--- config.mk ---
export PLATFORM = sky130hd
export DESIGN_NAME = int_to_decimal_ascii
export DESIGN_NICKNAME = d
export VERILOG_FILES = /design/src/rtl/itda_pkg.sv /design/src/rtl/itda_datapath.sv /design/src/rtl/itda_ctrl.sv /design/src/rtl/int_to_decimal_ascii.sv
export SDC_FILE = /design/constraint.sdc
export NUM_CORES = 1
export LEC_CHECK = 0
export BUFFER_PORTS_ARGS = -buffer_cell sky130_fd_sc_hd__buf_2
export CAP_MARGIN = 20
export CORE_MARGIN = 3
export CORE_UTILIZATION = 52
export CTS_CLUSTER_DIAMETER = 120
export CTS_CLUSTER_SIZE = 30
export DETAILED_ROUTE_END_ITERATION = 10
export PLACE_DENSITY = 0.71
export SKIP_LAST_GASP = 1
export SLEW_MARGIN = 20
export SYNTH_ARGS = -nofsm -noshare
export SYNTH_HDL_FRONTEND = slang
export SYNTH_SLANG_ARGS = --single-unit
--- constraint.sdc ---
create_clock -name clk -period 3.5 [get_ports clk]
set_input_delay 0.175 -clock clk [delete_from_list [all_inputs] [get_ports clk]]
set_output_delay 0.175 -clock clk [all_outputs]
set_load 0.01 [all_outputs]
--- src/rtl/itda_pkg.sv ---
// Types and constants shared by the decimal text converter modules.
`default_nettype none

package itda_pkg;

	localparam logic [7:0] CHAR_ZERO  = 8'd48;
	localparam logic [7:0] CHAR_MINUS = 8'd45;
	localparam logic [7:0] CHAR_NINE  = 8'd57;

	typedef enum logic [2:0] {
		ST_IDLE,
		ST_CONV,
		ST_FIND,
		ST_SIGN,
		ST_DIGIT
	} state_t;

	typedef struct packed {
		logic load;
		logic shift;
		logic find;
		logic sel_sign;
		logic next_digit;
	} cmd_t;

	typedef struct packed {
		logic conv_done;
		logic neg;
		logic last_digit;
	} sts_t;

endpackage

`default_nettype wire

--- src/rtl/itda_datapath.sv ---
// Datapath: magnitude shift register, shift-add-3 BCD converter and character select.
`default_nettype none

module itda_datapath import itda_pkg::*; #(
	parameter int VALUE_WIDTH = 32
) (
	input  wire logic                          clk,
	input  wire logic                          arst_n,
	input  wire cmd_t                          cmd,
	input  wire logic signed [VALUE_WIDTH-1:0] value,
	output sts_t                               sts,
	output logic [7:0]                         char_code,
	output logic                               is_last
);

	localparam int NDIG  = ((VALUE_WIDTH - 1) * 30103) / 100000 + 1;
	localparam int BCD_W = 4 * NDIG;
	localparam int CNT_W = $clog2(VALUE_WIDTH);
	localparam int IDX_W = (NDIG > 1) ? $clog2(NDIG) : 1;

	logic [VALUE_WIDTH-1:0] raw;
	logic [VALUE_WIDTH-1:0] mag_in;
	logic [VALUE_WIDTH-1:0] mag_q;
	logic                   neg_q;
	logic [BCD_W-1:0]       bcd_q;
	logic [BCD_W-1:0]       adj;
	logic [CNT_W-1:0]       bitcnt_q;
	logic [IDX_W-1:0]       idx_q;
	logic [IDX_W-1:0]       hi;
	logic [3:0]             dig;

	assign raw    = value;
	assign mag_in = raw[VALUE_WIDTH-1] ? (~raw + 1'b1) : raw;

	always_comb begin
		for (int k = 0; k < NDIG; k++) begin
			if (bcd_q[4*k +: 4] >= 4'd5)
				adj[4*k +: 4] = bcd_q[4*k +: 4] + 4'd3;
			else
				adj[4*k +: 4] = bcd_q[4*k +: 4];
		end
	end

	always_comb begin
		hi = '0;
		for (int k = 0; k < NDIG; k++) begin
			if (bcd_q[4*k +: 4] != 4'd0)
				hi = IDX_W'(k);
		end
	end

	always_ff @(posedge clk) begin
		if (cmd.load) begin
			mag_q <= mag_in;
			neg_q <= raw[VALUE_WIDTH-1];
			bcd_q <= '0;
		end else if (cmd.shift) begin
			mag_q <= {mag_q[VALUE_WIDTH-2:0], 1'b0};
			bcd_q <= {adj[BCD_W-2:0], mag_q[VALUE_WIDTH-1]};
		end
	end

	always_ff @(posedge clk or negedge arst_n) begin
		if (!arst_n) begin
			bitcnt_q <= '0;
			idx_q    <= '0;
		end else begin
			if (cmd.load)
				bitcnt_q <= CNT_W'(VALUE_WIDTH - 1);
			else if (cmd.shift)
				bitcnt_q <= bitcnt_q - 1'b1;
			if (cmd.find)
				idx_q <= hi;
			else if (cmd.next_digit)
				idx_q <= idx_q - 1'b1;
		end
	end

	assign dig            = bcd_q[4*idx_q +: 4];
	assign sts.conv_done  = (bitcnt_q == '0);
	assign sts.neg        = neg_q;
	assign sts.last_digit = (idx_q == '0);

	assign char_code = cmd.sel_sign ? CHAR_MINUS : (CHAR_ZERO + {4'b0000, dig});
	assign is_last   = !cmd.sel_sign && (idx_q == '0);

endmodule

`default_nettype wire

--- src/rtl/itda_ctrl.sv ---
// Controller: sequences load, conversion, leading-digit search and character output.
`default_nettype none

module itda_ctrl import itda_pkg::*; (
	input  wire logic clk,
	input  wire logic arst_n,
	input  wire logic in_valid,
	output logic      in_ready,
	output logic      out_valid,
	input  wire logic out_ready,
	input  wire sts_t sts,
	output cmd_t      cmd
);

	state_t state_q;
	state_t state_d;

	always_ff @(posedge clk or negedge arst_n) begin
		if (!arst_n)
			state_q <= ST_IDLE;
		else
			state_q <= state_d;
	end

	always_comb begin
		state_d = state_q;
		unique case (state_q)
			ST_IDLE: begin
				if (in_valid)
					state_d = ST_CONV;
			end
			ST_CONV: begin
				if (sts.conv_done)
					state_d = ST_FIND;
			end
			ST_FIND: begin
				state_d = sts.neg ? ST_SIGN : ST_DIGIT;
			end
			ST_SIGN: begin
				if (out_ready)
					state_d = ST_DIGIT;
			end
			ST_DIGIT: begin
				if (out_ready && sts.last_digit)
					state_d = ST_IDLE;
			end
			default: state_d = ST_IDLE;
		endcase
	end

	always_comb begin
		in_ready  = 1'b0;
		out_valid = 1'b0;
		cmd       = '0;
		unique case (state_q)
			ST_IDLE: begin
				in_ready = 1'b1;
				cmd.load = in_valid;
			end
			ST_CONV: begin
				cmd.shift = 1'b1;
			end
			ST_FIND: begin
				cmd.find = 1'b1;
			end
			ST_SIGN: begin
				out_valid    = 1'b1;
				cmd.sel_sign = 1'b1;
			end
			ST_DIGIT: begin
				out_valid      = 1'b1;
				cmd.next_digit = out_ready;
			end
			default: begin
				in_ready = 1'b0;
			end
		endcase
	end

endmodule

`default_nettype wire

--- src/rtl/int_to_decimal_ascii.sv ---
// Top level of the signed integer to decimal ASCII text converter.
// Takes one two's complement integer per word and returns its decimal text, most significant
// character first, one character per output word, with is_last on the final character.
// Negative values lead with '-'; zero gives a single '0'; the most negative value is exact.
// One integer at a time: the accept, the one-bit-per-cycle shift-add-3 BCD conversion of all
// VALUE_WIDTH bits, the search for the leading digit, then one character per cycle while
// out_ready is high.
`default_nettype none

module int_to_decimal_ascii import itda_pkg::*; #(
	parameter int VALUE_WIDTH = 32
) (
	input  wire logic                          clk,
	input  wire logic                          arst_n,
	input  wire logic                          in_valid,
	output logic                               in_ready,
	input  wire logic signed [VALUE_WIDTH-1:0] value,
	output logic                               out_valid,
	input  wire logic                          out_ready,
	output logic [7:0]                         char_code,
	output logic                               is_last
);

	cmd_t cmd;
	sts_t sts;

	itda_ctrl u_ctrl (
		.clk       (clk),
		.arst_n    (arst_n),
		.in_valid  (in_valid),
		.in_ready  (in_ready),
		.out_valid (out_valid),
		.out_ready (out_ready),
		.sts       (sts),
		.cmd       (cmd)
	);

	itda_datapath #(
		.VALUE_WIDTH (VALUE_WIDTH)
	) u_dp (
		.clk       (clk),
		.arst_n    (arst_n),
		.cmd       (cmd),
		.value     (value),
		.sts       (sts),
		.char_code (char_code),
		.is_last   (is_last)
	);

endmodule

`default_nettype wire

# Word level (Yosys, flattened, before mapping)
# Cells that the tools add are included.
# word_totals
out_inout_bits	11
input_bits	36
wordCells	99
regBits	85
# op_classes
add_sub_neg	14
n_reduce_logical	19
order_cmp	10
n_eq_ne	8
n_shift	1
bitwise	1
mux	40
# op_table
cell	count
two-way mux 32 bit	3
two-way mux 4 bit	13
>= comparator 4 x 3 -> 1 bit (second input constant)	10
variable part select 40 x 7 -> 4 bit	1
adder 4 x 2 -> 4 bit (second input constant)	9
nonzero test 4 bit	9
adder 32 x 1 -> 32 bit (second input constant)	1
inverter 32 bit	1
two-way mux 3 bit	10
case mux 3 bit (5 select lines)	1
two-way mux 5 bit	2
two-way mux 1 bit	8
two-way mux 8 bit	1
adder 6 x 4 -> 7 bit (first input constant)	1
== test 3 x 2 -> 1 bit (second input constant)	2
inequality test 2 bit (second input constant)	3
logical NOT 5 bit	1
subtractor 5 x 1 -> 5 bit (second input constant)	1
logical NOT 4 bit	1
two-way mux 2 bit	2
AND reduction 4 bit	1
nonzero test 2 bit	2
subtractor 4 x 1 -> 4 bit (second input constant)	1
adder 3 x 2 -> 3 bit (second input constant)	1
7 further kinds	8

# Longest topological paths before layout
# Gate-level depths: netlist of the first run.
# logic_depth
word_depth	11
depth_mapped	8
ltp_nobuf	7

# By module
# A second synthesis of the first run with hierarchy kept.
# hier_totals
hier_cells	599
hier_area_um2	5475.3
# modules_own_cells
module	cells_each	seq_area_each_um2	n_inst	area_per_inst_um2
itda_datapath	574	2016.9	1	5255.0
itda_ctrl	25	75.1	1	220.2

# Worst setup path before layout of the first run
# No wires, ideal clock.
# synth_timing
path_kind	reg-to-reg
start	register u_ctrl.state_q[2]
end	register u_dp.mag_q[0] (enable)
t_arrival_ns	2.157
path_buffers	3
slack_ns	0.954
synth_period_minus_slack_ns	2.546
setup_ns	0.389
path_stages_with_launch	7
required_ns	3.111
path_cell_list	dfrtp_1 -> buf_2 -> nor3_1 -> nand2_1 -> clkbuf_1 -> buf_6 -> nand2_1
# synth_between
elab_chain_cells	3
elab_cells_between_ends	5
classes_between	eq/ne (1); mux (2); reduce/logical (2)
# synth_rtl
element	line	text
start, declared	itda_ctrl.sv:15	state_t state_q;
start signal, assigned	itda_ctrl.sv:22	state_q <= state_d;
== test 3 x 1 -> 1 bit or logical NOT 3 bit (tied branches)	itda_ctrl.sv:55	unique case (state_q)
two-way mux 1 bit	itda_ctrl.sv:55	
nonzero test 2 bit (no line) *	n/a	
end signal, assigned	itda_datapath.sv:54	mag_q <= mag_in;
end signal, assigned	itda_datapath.sv:58	mag_q <= {mag_q[VALUE_WIDTH-2:0], 1'b0};
end, declared	itda_datapath.sv:23	logic [VALUE_WIDTH-1:0] mag_q;
# Mark *: on every way between the ends. The rest lies on a longest branch, timed or not.
# A chain may end at the register's enable or synchronous reset.

# Worst setup path in the final report of the first run
# layout_timing
start	register u_dp.idx_q[0]
end	output char_code[1]
# layout_between
elab_chain_cells	3
# layout_rtl
element	line	text
start, declared	itda_datapath.sv:28	logic [IDX_W-1:0] idx_q;
start signal, assigned	itda_datapath.sv:73	idx_q <= hi;
start signal, assigned	itda_datapath.sv:75	idx_q <= idx_q - 1'b1;
variable part select 40 x 7 -> 4 bit	itda_datapath.sv:79	assign dig = bcd_q[4*idx_q +: 4];
adder 6 x 4 -> 7 bit	itda_datapath.sv:84	assign char_code = cmd.sel_sign ? CHAR_MINUS : (CHAR_ZERO + {4'b0000, dig});
two-way mux 8 bit	itda_datapath.sv:84	
end, declared	int_to_decimal_ascii.sv:20	output logic [7:0] char_code,
# No other way between the ends.

==> results.md, run 1 <==
| Group | Parameter | Value |
|---|---|---|
| status | Run status | complete, no violations |
| clock network | Hold-fix buffers, CTS | 1 |
| cells and area | Fraction of final layout cells with drive strength greater than 1 | 13.1% |
| synthesis | Top FF cell, synth | dfxtp_1 |
| setup path | Startpoint of the worst register-to-register path | u_ctrl.state_q[0]$_DFFE_PN0P_ |
| clock network | Cell at the root of the clock tree | clkbuf_8 |
| synthesis | Number of enable flip-flop cells after synthesis | 33 |
| setup path | CP Capture Type | output pin |
| synthesis | Count of different cell masters after synthesis | 56 |
| synthesis | Dominant cell by count in the synthesized netlist | o21ai_0 |
| detailed routing | Final Routed Wirelength | 11700 microns |
| place | Count of port buffers added during placement | 43 |
| grt | Antenna violations before repair | 0 |
| power | Power per unit of standard cell area | 893 nW/um^2 |
| setup path | Maximum cell stage delay along the critical path | 0.84 ns |
| detailed routing | Count of antenna-violating nets left after detailed routing | 0 |
| grt | Pin count of the biggest net entering global routing | 46 |
| clock network | Clock latency at the later pin of the worst-skew pair | 0.36 ns |
| setup path | Required time at the worst-slack endpoint | 3.32 ns |
| clock network | Sinks on the clock net | 85 |
| synthesis | Post-synthesis async set-or-reset flop share | 14.1% |
| setup path | Critical-path cell with the highest stage delay | dfrtp_1 |
| synthesis | Proportion of netlist area held by the largest area contributor | 18.4% |
| detailed routing | Avg WL per Cell | 14.9 microns |
| die | Die Span Y | 108 microns |
| setup path | Critical path class | flop to output pin |
| die | Count of boundary I/O pins | 47 |
| sta | Worst-Margin Slew | 0.845 ns |
| setup path | Crit path cell chain | mux4_2 > mux2i_1 > o22ai_1 > and2_1 > buf_2 |
| synthesis | Share of the yosys chip area belonging to registers | 38.8% |
| die | Die footprint | 11600 sq um |
| setup path | Crit path arrival time | 2.35 ns |
| sta | Setup repair after global routing missed its margin | false |
| synthesis | Synthesized instance count | 615 |
| setup path | Maximum fanout count along the critical path | 15 |
| sta | Final-layout worst hold slack | 0.0609 ns |
| detailed routing | DRC Markers | 0 |
| grt | Met3 demand-to-capacity share in global routing | 3.96% |
| clock network | H-tree level count | 3 |
| die | Die Span X | 108 microns |
| grt | Met1 usage | 30.2% |
| cells and area | Number of inserted filler cells in the final layout | 863 |
| clock network | Clock slew seen by the registers of the worst setup and hold paths | 0.10 ns |
| die | Placeable core region | 9910 sq um |
| grt | Leftover overflow at the end of global routing | 0 |
| clock network | CTS buffer count | 9 |
| grt | Global Route met2 Usage | 33.3% |
| grt | Wire length of the first global-routing pass | 19900 microns |
| min path | Worst min-delay path category | primary input to flop |
| detailed routing | Vias per cell | 5.67 |
| cells and area | Area used by multi-input combinational logic | 3040 sq um |
| grt | Via count of the first global-routing pass | 4182 |
| power | Max IR drop VDD | 0.391 mV |
| power | Leakage Power | 2.32 nW |
| place | Final HPWL from detailed placement | 8460 microns |
| clock network | Maximum buffer depth of the clock tree | 2 |
| synthesis | Flip-flop and latch count after synthesis | 85 |
| sta | Achievable clock frequency | 396 MHz |
| sta | Number of hold-slack violations in the final timing report | 0 |
| sta | Worst-case headroom to the max-slew limit | 43.7% |
| sta | Setup clock skew after layout | 0.0140 ns |
| place | Final GP Congestion | 0.914 |
| clock network | Post-CTS setup buffer count | 0 |
| grt | GRT Resource Usage Total | 21.4% |
| sta | Sum of negative setup slack | 0 ns |
| min path | Hold_sp | out_ready |
| die | Effective utilization at floorplan | 54.4% |
| die | Placement Rows | 36 |
| sta | Crit share post-route | 72.2% |
| cells and area | Register Area | 2090 sq um |
| synthesis | Post-synthesis area per instance | 8.77 sq um |
| cells and area | Synthesis-to-layout area growth | 9.00% |
| sta | Count of final max-slew check failures | 0 |
| synthesis | Post-synthesis cell area | 5390 sq um |
| grt | Most heavily used metal layer in global routing | met2 |
| synthesis | Most common library cells after synthesis | o21ai_0, nand2_1, a21oi_1, dfxtp_1 |
| run | Number of violations of the max-capacitance limit | 0 |
| clock network | Number of instances resized during post-cts repair | 0 |
| detailed routing | DRC marker count from the first detailed-route iteration | 297 |
| synthesis | Yosys synthesis warning count | 0 |
| detailed routing | Iteration count of the initial detailed-routing pass | 5 |
| cells and area | Number of nets in the finished design | 704 |
| clock network | Clock tree from TritonCTS | done |
| setup path | Critical path launch point type | flop |
| cells and area | Count of inserted antenna diode cells | 0 |
| detailed routing | Total vias in the final route | 4432 |
| synthesis | Most area-hungry cell type in the Yosys netlist | edfxtp_1 |
| setup path | Beginning of the critical path | u_dp.idx_q[0]$_DFFE_PN0P_ |
| sta | Post-layout min period | 2.53 ns |
| sta | Number of endpoints failing setup at the final stage | 0 |
| synthesis | Biggest area contributors in the synthesized netlist | edfxtp_1, dfxtp_1, o21ai_0, ha_1, dfrtp_1 |
-- registers in the layout, indices dropped and copies added (netlist names) --
name and cells:
u_dp.bcd_q 40, u_dp.mag_q 32, u_dp.bitcnt_q 5, u_dp.idx_q 4, u_ctrl.state_q 3, u_dp.neg_q 1
-- cells by family after synthesis --
logic type      share of synthesized area (%)
simple gates                             19.2
compound gates                           18.8
buf+inv                                  5.08
xor+xnor                                 6.99
fa+ha+maj                                5.80
other cells                             0.139
flops                                    38.8
mux                                      5.22
-- final timing paths --
| check | endpoint | slack [ns] | depth (start not counted) |
|---|---|---|---|
| setup / recovery | char_code[1] | 0.97 | 5 |
| hold / removal | u_ctrl.state_q[0]$_DFFE_PN0P_ | 0.06 | 2 |
| setup reg to reg | u_dp.mag_q[22]$_DFFE_PP_ | 1.17 | 3 |
| hold reg to reg | u_dp.bcd_q[0]$_SDFFE_PP0P_ | 0.51 | 2 |
| max in group asynchronous | u_dp.idx_q[1]$_DFFE_PN0P_ | 3.05 | 2 |
| min in group asynchronous | u_dp.bitcnt_q[0]$_DFFE_PN0P_ | 0.22 | 2 |
-- cell type report --
type / count / area share (%)
Multi-Input combinational cell: 468 / 51.7
Sequential cell: 85 / 35.6
Timing Repair Buffer: 50 / 4.60
Tap cell: 133 / 2.83
Clock buffer: 9 / 2.11
Inverter: 29 / 1.85
Clock inverter: 7 / 1.34
-- critical path: cells and delay by family, from the launching register on --
kind,cells,cell delay (ns)
compound gates,1,0.09
flops,1,0.84
simple gates,1,0.16
mux,2,0.76
buf+inv,1,0.13
-- metrics by stage --
step / util (%) / power [mW] / instance area, sq um / worst slack, ns / std cells
floorplan: - / 3.91 / 5400 / 0.954 / 616
global placement: 57.2 / 4.43 / 5660 / 1.23 / 764
detailed placement: 57.2 / 4.56 / 5660 / 1.20 / 764
CTS: 59.3 / 5.28 / 5880 / 0.928 / 781
global route: 59.3 / 5.77 / 5880 / 0.841 / 781
finish: 59.3 / 5.25 / 5880 / 0.973 / 781
-- cell usage in the layout, fill, tap and decap left out, types with 29 or more instances in the layout --
cell type / instances
nor2_1: 36
nand2_1: 67
o21ai_0: 77
buf_2: 43
inv_1: 29
nand3_1: 36
dfxtp_1: 40
edfxtp_1: 33
a21oi_1: 50
xor2_1: 30
-- per-layer routing --
layer	up-vias	wire, microns
met4	0	188
met2	101	5480
met5	-	0
met1	2054	5420
met3	17	569
li1	2260	-
-- power breakdown --
part | total [mW] | internal, mW | switching (mW)
combinational | 2.42 | 1.04 | 1.38
sequential | 2.11 | 1.63 | 0.477
clock | 0.720 | 0.337 | 0.382
No activity file was read; power rests on OpenSTA's default activity.
==> run 2: changes to the inputs <==
--- a/config.mk
+++ b/config.mk
@@ -12,7 +12,7 @@
 export CTS_CLUSTER_DIAMETER = 120
 export CTS_CLUSTER_SIZE = 30
 export DETAILED_ROUTE_END_ITERATION = 10
-export PLACE_DENSITY = 0.71
+export PLACE_DENSITY = 0.74
 export SKIP_LAST_GASP = 1
 export SLEW_MARGIN = 20
 export SYNTH_ARGS = -nofsm -noshare
==> constraint.sdc (replaced) <==
create_clock -name clk -period 2.1 [get_ports clk]
set_input_delay 0.105 -clock clk [delete_from_list [all_inputs] [get_ports clk]]
set_output_delay 0.105 -clock clk [all_outputs]
set_load 0.01 [all_outputs]
==> results.md, run 2 (same netlist as run 1, synthesis figures left out) <==
| Group | Parameter | Value | Delta |
|---|---|---|---|
| status | Run status | complete, but fails checks |  |
| status | Violations in the final reports | negative setup slack |  |
| detailed routing | Count of antenna-violating nets left after detailed routing | 0 | unchanged |
| sta | Worst-Margin Slew | 0.572 ns | -0.273 ns |
| clock network | Clock latency at the later pin of the worst-skew pair | 0.36 ns | about the same |
| grt | Pin count of the biggest net entering global routing | 63 | +37% |
| sta | Achievable clock frequency | 472 MHz |  |
| detailed routing | DRC marker count from the first detailed-route iteration | 277 | -6.7% |
| power | Total Power Consumption | 9.07 mW | +73% |
| cells and area | Count of inserted antenna diode cells | 0 | unchanged |
| setup path | Maximum cell stage delay along the critical path | 0.48 ns | -0.36 ns |
| die | Die Span X | 108 microns | unchanged |
| sta | Crit share post-route | 101% |  |
| setup path | Flop-to-flop setup slack | 0.07 ns | -1.10 ns |
| setup path | CP Capture Type | output pin |  |
| grt | GRT Resource Usage Total | 21.1% | -0.29 points |
| detailed routing | Iteration count of the initial detailed-routing pass | 5 | unchanged |
| sta | PnR worst setup slack | -0.0165 ns | -0.989 ns |
| place | Final GP Congestion | 0.909 | -0.51% |
| die | Die Span Y | 108 microns | unchanged |
| setup path | Maximum fanout count along the critical path | 4 | -11 |
| clock network | Maximum buffer depth of the clock tree | 2 | unchanged |
| power | Int Pwr | 5.29 mW | +76% |
| setup path | Depth of the worst register-to-register path | 7 | +4 |
| sta | Setup clock skew after layout | 0.0102 ns | -0.00382 ns |
| cells and area | Largest registers | u_dp.bcd_q (40), u_dp.mag_q (32), u_dp.bitcnt_q (5) |  |
| clock network | Clock tree from TritonCTS | done |  |
| setup path | Startpoint of the worst register-to-register path | u_dp.bcd_q[28]$_SDFFE_PP0P_ |  |
| cells and area | Number of flip-flops under the largest register name | 40 | unchanged |
| power | Leakage Power | 2.41 nW | +3.9% |
| cells and area | Most flop-heavy register | u_dp.bcd_q |  |
| setup path | Beginning of the critical path | u_dp.idx_q[0]$_DFFE_PN0P_ |  |
| min path | Worst min-delay path category | primary input to flop |  |
| sta | Number of hold-slack violations in the final timing report | 0 | unchanged |
| grt | Wire length of the first global-routing pass | 19900 microns | about the same |
| grt | Leftover overflow at the end of global routing | 0 | unchanged |
| power | Switching share of total power | 41.6% | -1.1 points |
| cells and area | Share of the core filled with cells | 61.0% | +1.7 points |
| detailed routing | DRC Markers | 0 | unchanged |
| setup path | Crit path to | char_code[2] |  |
| sta | Worst-case headroom to the max-slew limit | 61.9% | +18 points |
| clock network | H-tree level count | 3 | unchanged |
| setup path | Critical path class | flop to output pin |  |
| place | Setup slack at placement | 0.0581 ns | -1.14 ns |
| power | Power share of the clock group | 14.1% | +0.4 points |
| sta | Sum of negative setup slack | -0.0165 ns | -0.0165 ns |
| cells and area | Synthesis-to-layout area growth | 12.0% |  |
| setup path | Required time at the worst-slack endpoint | 2.00 ns | -1.32 ns |
| power | Power per unit of standard cell area | 1500 nW/um^2 | +68% |
| die | Die footprint | 11600 sq um | unchanged |
| sta | Setup repair after global routing missed its margin | true |  |
| die | Placeable core region | 9910 sq um | unchanged |
| setup path | Endpoint of the worst register-to-register path | u_dp.idx_q[1]$_DFFE_PN0P_ |  |
| setup path | Cell type group with the largest total delay on the critical path | multiplexers |  |
| cells and area | Number of nets in the finished design | 716 | +1.7% |
| power | Sw power | 3.77 mW | +68% |
| detailed routing | Final Routed Wirelength | 11900 microns | +2.1% |
| cells and area | Most frequent cells in the layout | o21ai_0, nand2_1, a21oi_1 |  |
| setup path | Combined buffer and inverter count along the critical path | 3 | +2 |
| cells and area | Non-Filler Cell Area, Final | 6040 sq um | +2.8% |
| place | Final HPWL from detailed placement | 8500 microns | +0.48% |
| clock network | Sinks on the clock net | 85 | unchanged |
| sta | Post-layout min period | 2.12 ns |  |
| setup path | Crit path arrival time | 2.01 ns | -0.34 ns |
| place | Count of port buffers added during placement | 43 | unchanged |
| detailed routing | Total vias in the final route | 4570 | +3.1% |
| sta | Final-layout worst hold slack | 0.132 ns | +0.0709 ns |
| power | Seq pwr share | 38.2% | -1.9 points |
| setup path | Crit path cell chain | buf_4 > clkbuf_16 > mux4_2 > mux2i_1 > o221ai_1 > buf_2 |  |
| place | Post-Place Cells | 772 | +1.0% |
| sta | Count of final max-slew check failures | 0 | unchanged |
| clock network | Clock slew seen by the registers of the worst setup and hold paths | 0.09 ns | about the same |
| setup path | Depth of the critical timing path with buffers and inverters included | 6 | +1 |
| grt | Via count of the first global-routing pass | 4345 | +3.9% |
| clock network | CTS buffer count | 9 | unchanged |
| cells and area | Fraction of final layout cells with drive strength greater than 1 | 15.0% | +1.9 points |
| clock network | Cell at the root of the clock tree | clkbuf_8 |  |
| die | Effective utilization at floorplan | 54.4% | unchanged |
| power | Combinational cell fraction of total power | 47.7% | +1.5 points |
| detailed routing | Vias per cell | 5.76 | +1.6% |
| detailed routing | Avg WL per Cell | 15.0 microns | +0.57% |
| place | Area post-placement | 5730 sq um | +1.2% |
| cells and area | Leading cell type in the layout, fill and taps excluded | o21ai_0 |  |
| run | Number of violations of the max-capacitance limit | 0 | unchanged |
| die | Count of boundary I/O pins | 47 | unchanged |
| power | Max IR drop VDD | 0.713 mV | +82% |
| sta | Number of endpoints failing setup at the final stage | 1 | +1 |
| grt | Antenna violations before repair | 0 | unchanged |
| die | Placement Rows | 36 | unchanged |
| cells and area | Number of standard cells in the layout, taps in and fillers out | 793 | +1.5% |
| setup path | Critical path launch point type | flop |  |
| setup path | Critical-path cell with the highest stage delay | mux4_2 |  |
==> run 2: power by group through the flow <==
stage / combinational (mW) / clock (mW) / sequential (mW)
2_1_floorplan: 3.32 / 0 / 3.20
3_3_place_gp: 4.01 / 0 / 3.42
3_5_place_dp: 4.19 / 0 / 3.47
4_1_cts: 4.26 / 1.31 / 3.44
5_1_grt: 4.91 / 1.39 / 3.58
6_report: 4.33 / 1.28 / 3.46
==> run 2: final cells by class <==
| type | instances | area (sq um) |
|---|---|---|
| Sequential cell | 85 | 2090 |
| Clock buffer | 11 | 174 |
| Fill cell | 879 | 3870 |
| Clock inverter | 5 | 53.8 |
| Timing Repair Buffer | 62 | 393 |
| Multi-Input combinational cell | 468 | 3050 |
| Inverter | 29 | 109 |
| Tap cell | 133 | 166 |
==> run 2: routing by layer <==
layer,up-vias,GRT usage (%),wire length (microns)
met5,-,0,0
li1,2279,-,-
met3,18,4.44,529
met2,120,35.9,5850
met1,2153,27.4,5340
met4,0,5.14,182
==> run 2: how the worst min path moves through the flow <==
stage / startpoint / endpoint / cells after the start
2_1_floorplan: arst_n / u_ctrl.state_q[0]$_DFFE_PN0P_ / 0
3_3_place_gp: arst_n / u_dp.idx_q[2]$_DFFE_PN0P_ / 1
3_5_place_dp: arst_n / u_dp.idx_q[0]$_DFFE_PN0P_ / 1
4_1_cts: value[0] / u_dp.mag_q[0]$_SDFFCE_PN0P_ / 3
5_1_grt: value[29] / u_dp.mag_q[29]$_DFFE_PP_ / 3
6_report: value[0] / u_dp.mag_q[0]$_SDFFCE_PN0P_ / 3
==> run 2: timing repair <==
action,CTS,global route
hold buffers,2,0
cloned,0,1
endpoints found under the setup margin,4,4
endpoints found under the hold margin,13,0
setup buffers,1,1
gates resized for setup,3,4
pin swaps,0,2
==> run 2: worst reg2reg max path: stages, from the launching register on <==
cell	delay [ns]
dfxtp_1	0.32
inv_1	0.09
ha_2	0.20
or3b_1	0.37
or4b_1	0.54
a31oi_1	0.16
o221ai_1	0.12
o21a_1	0.12
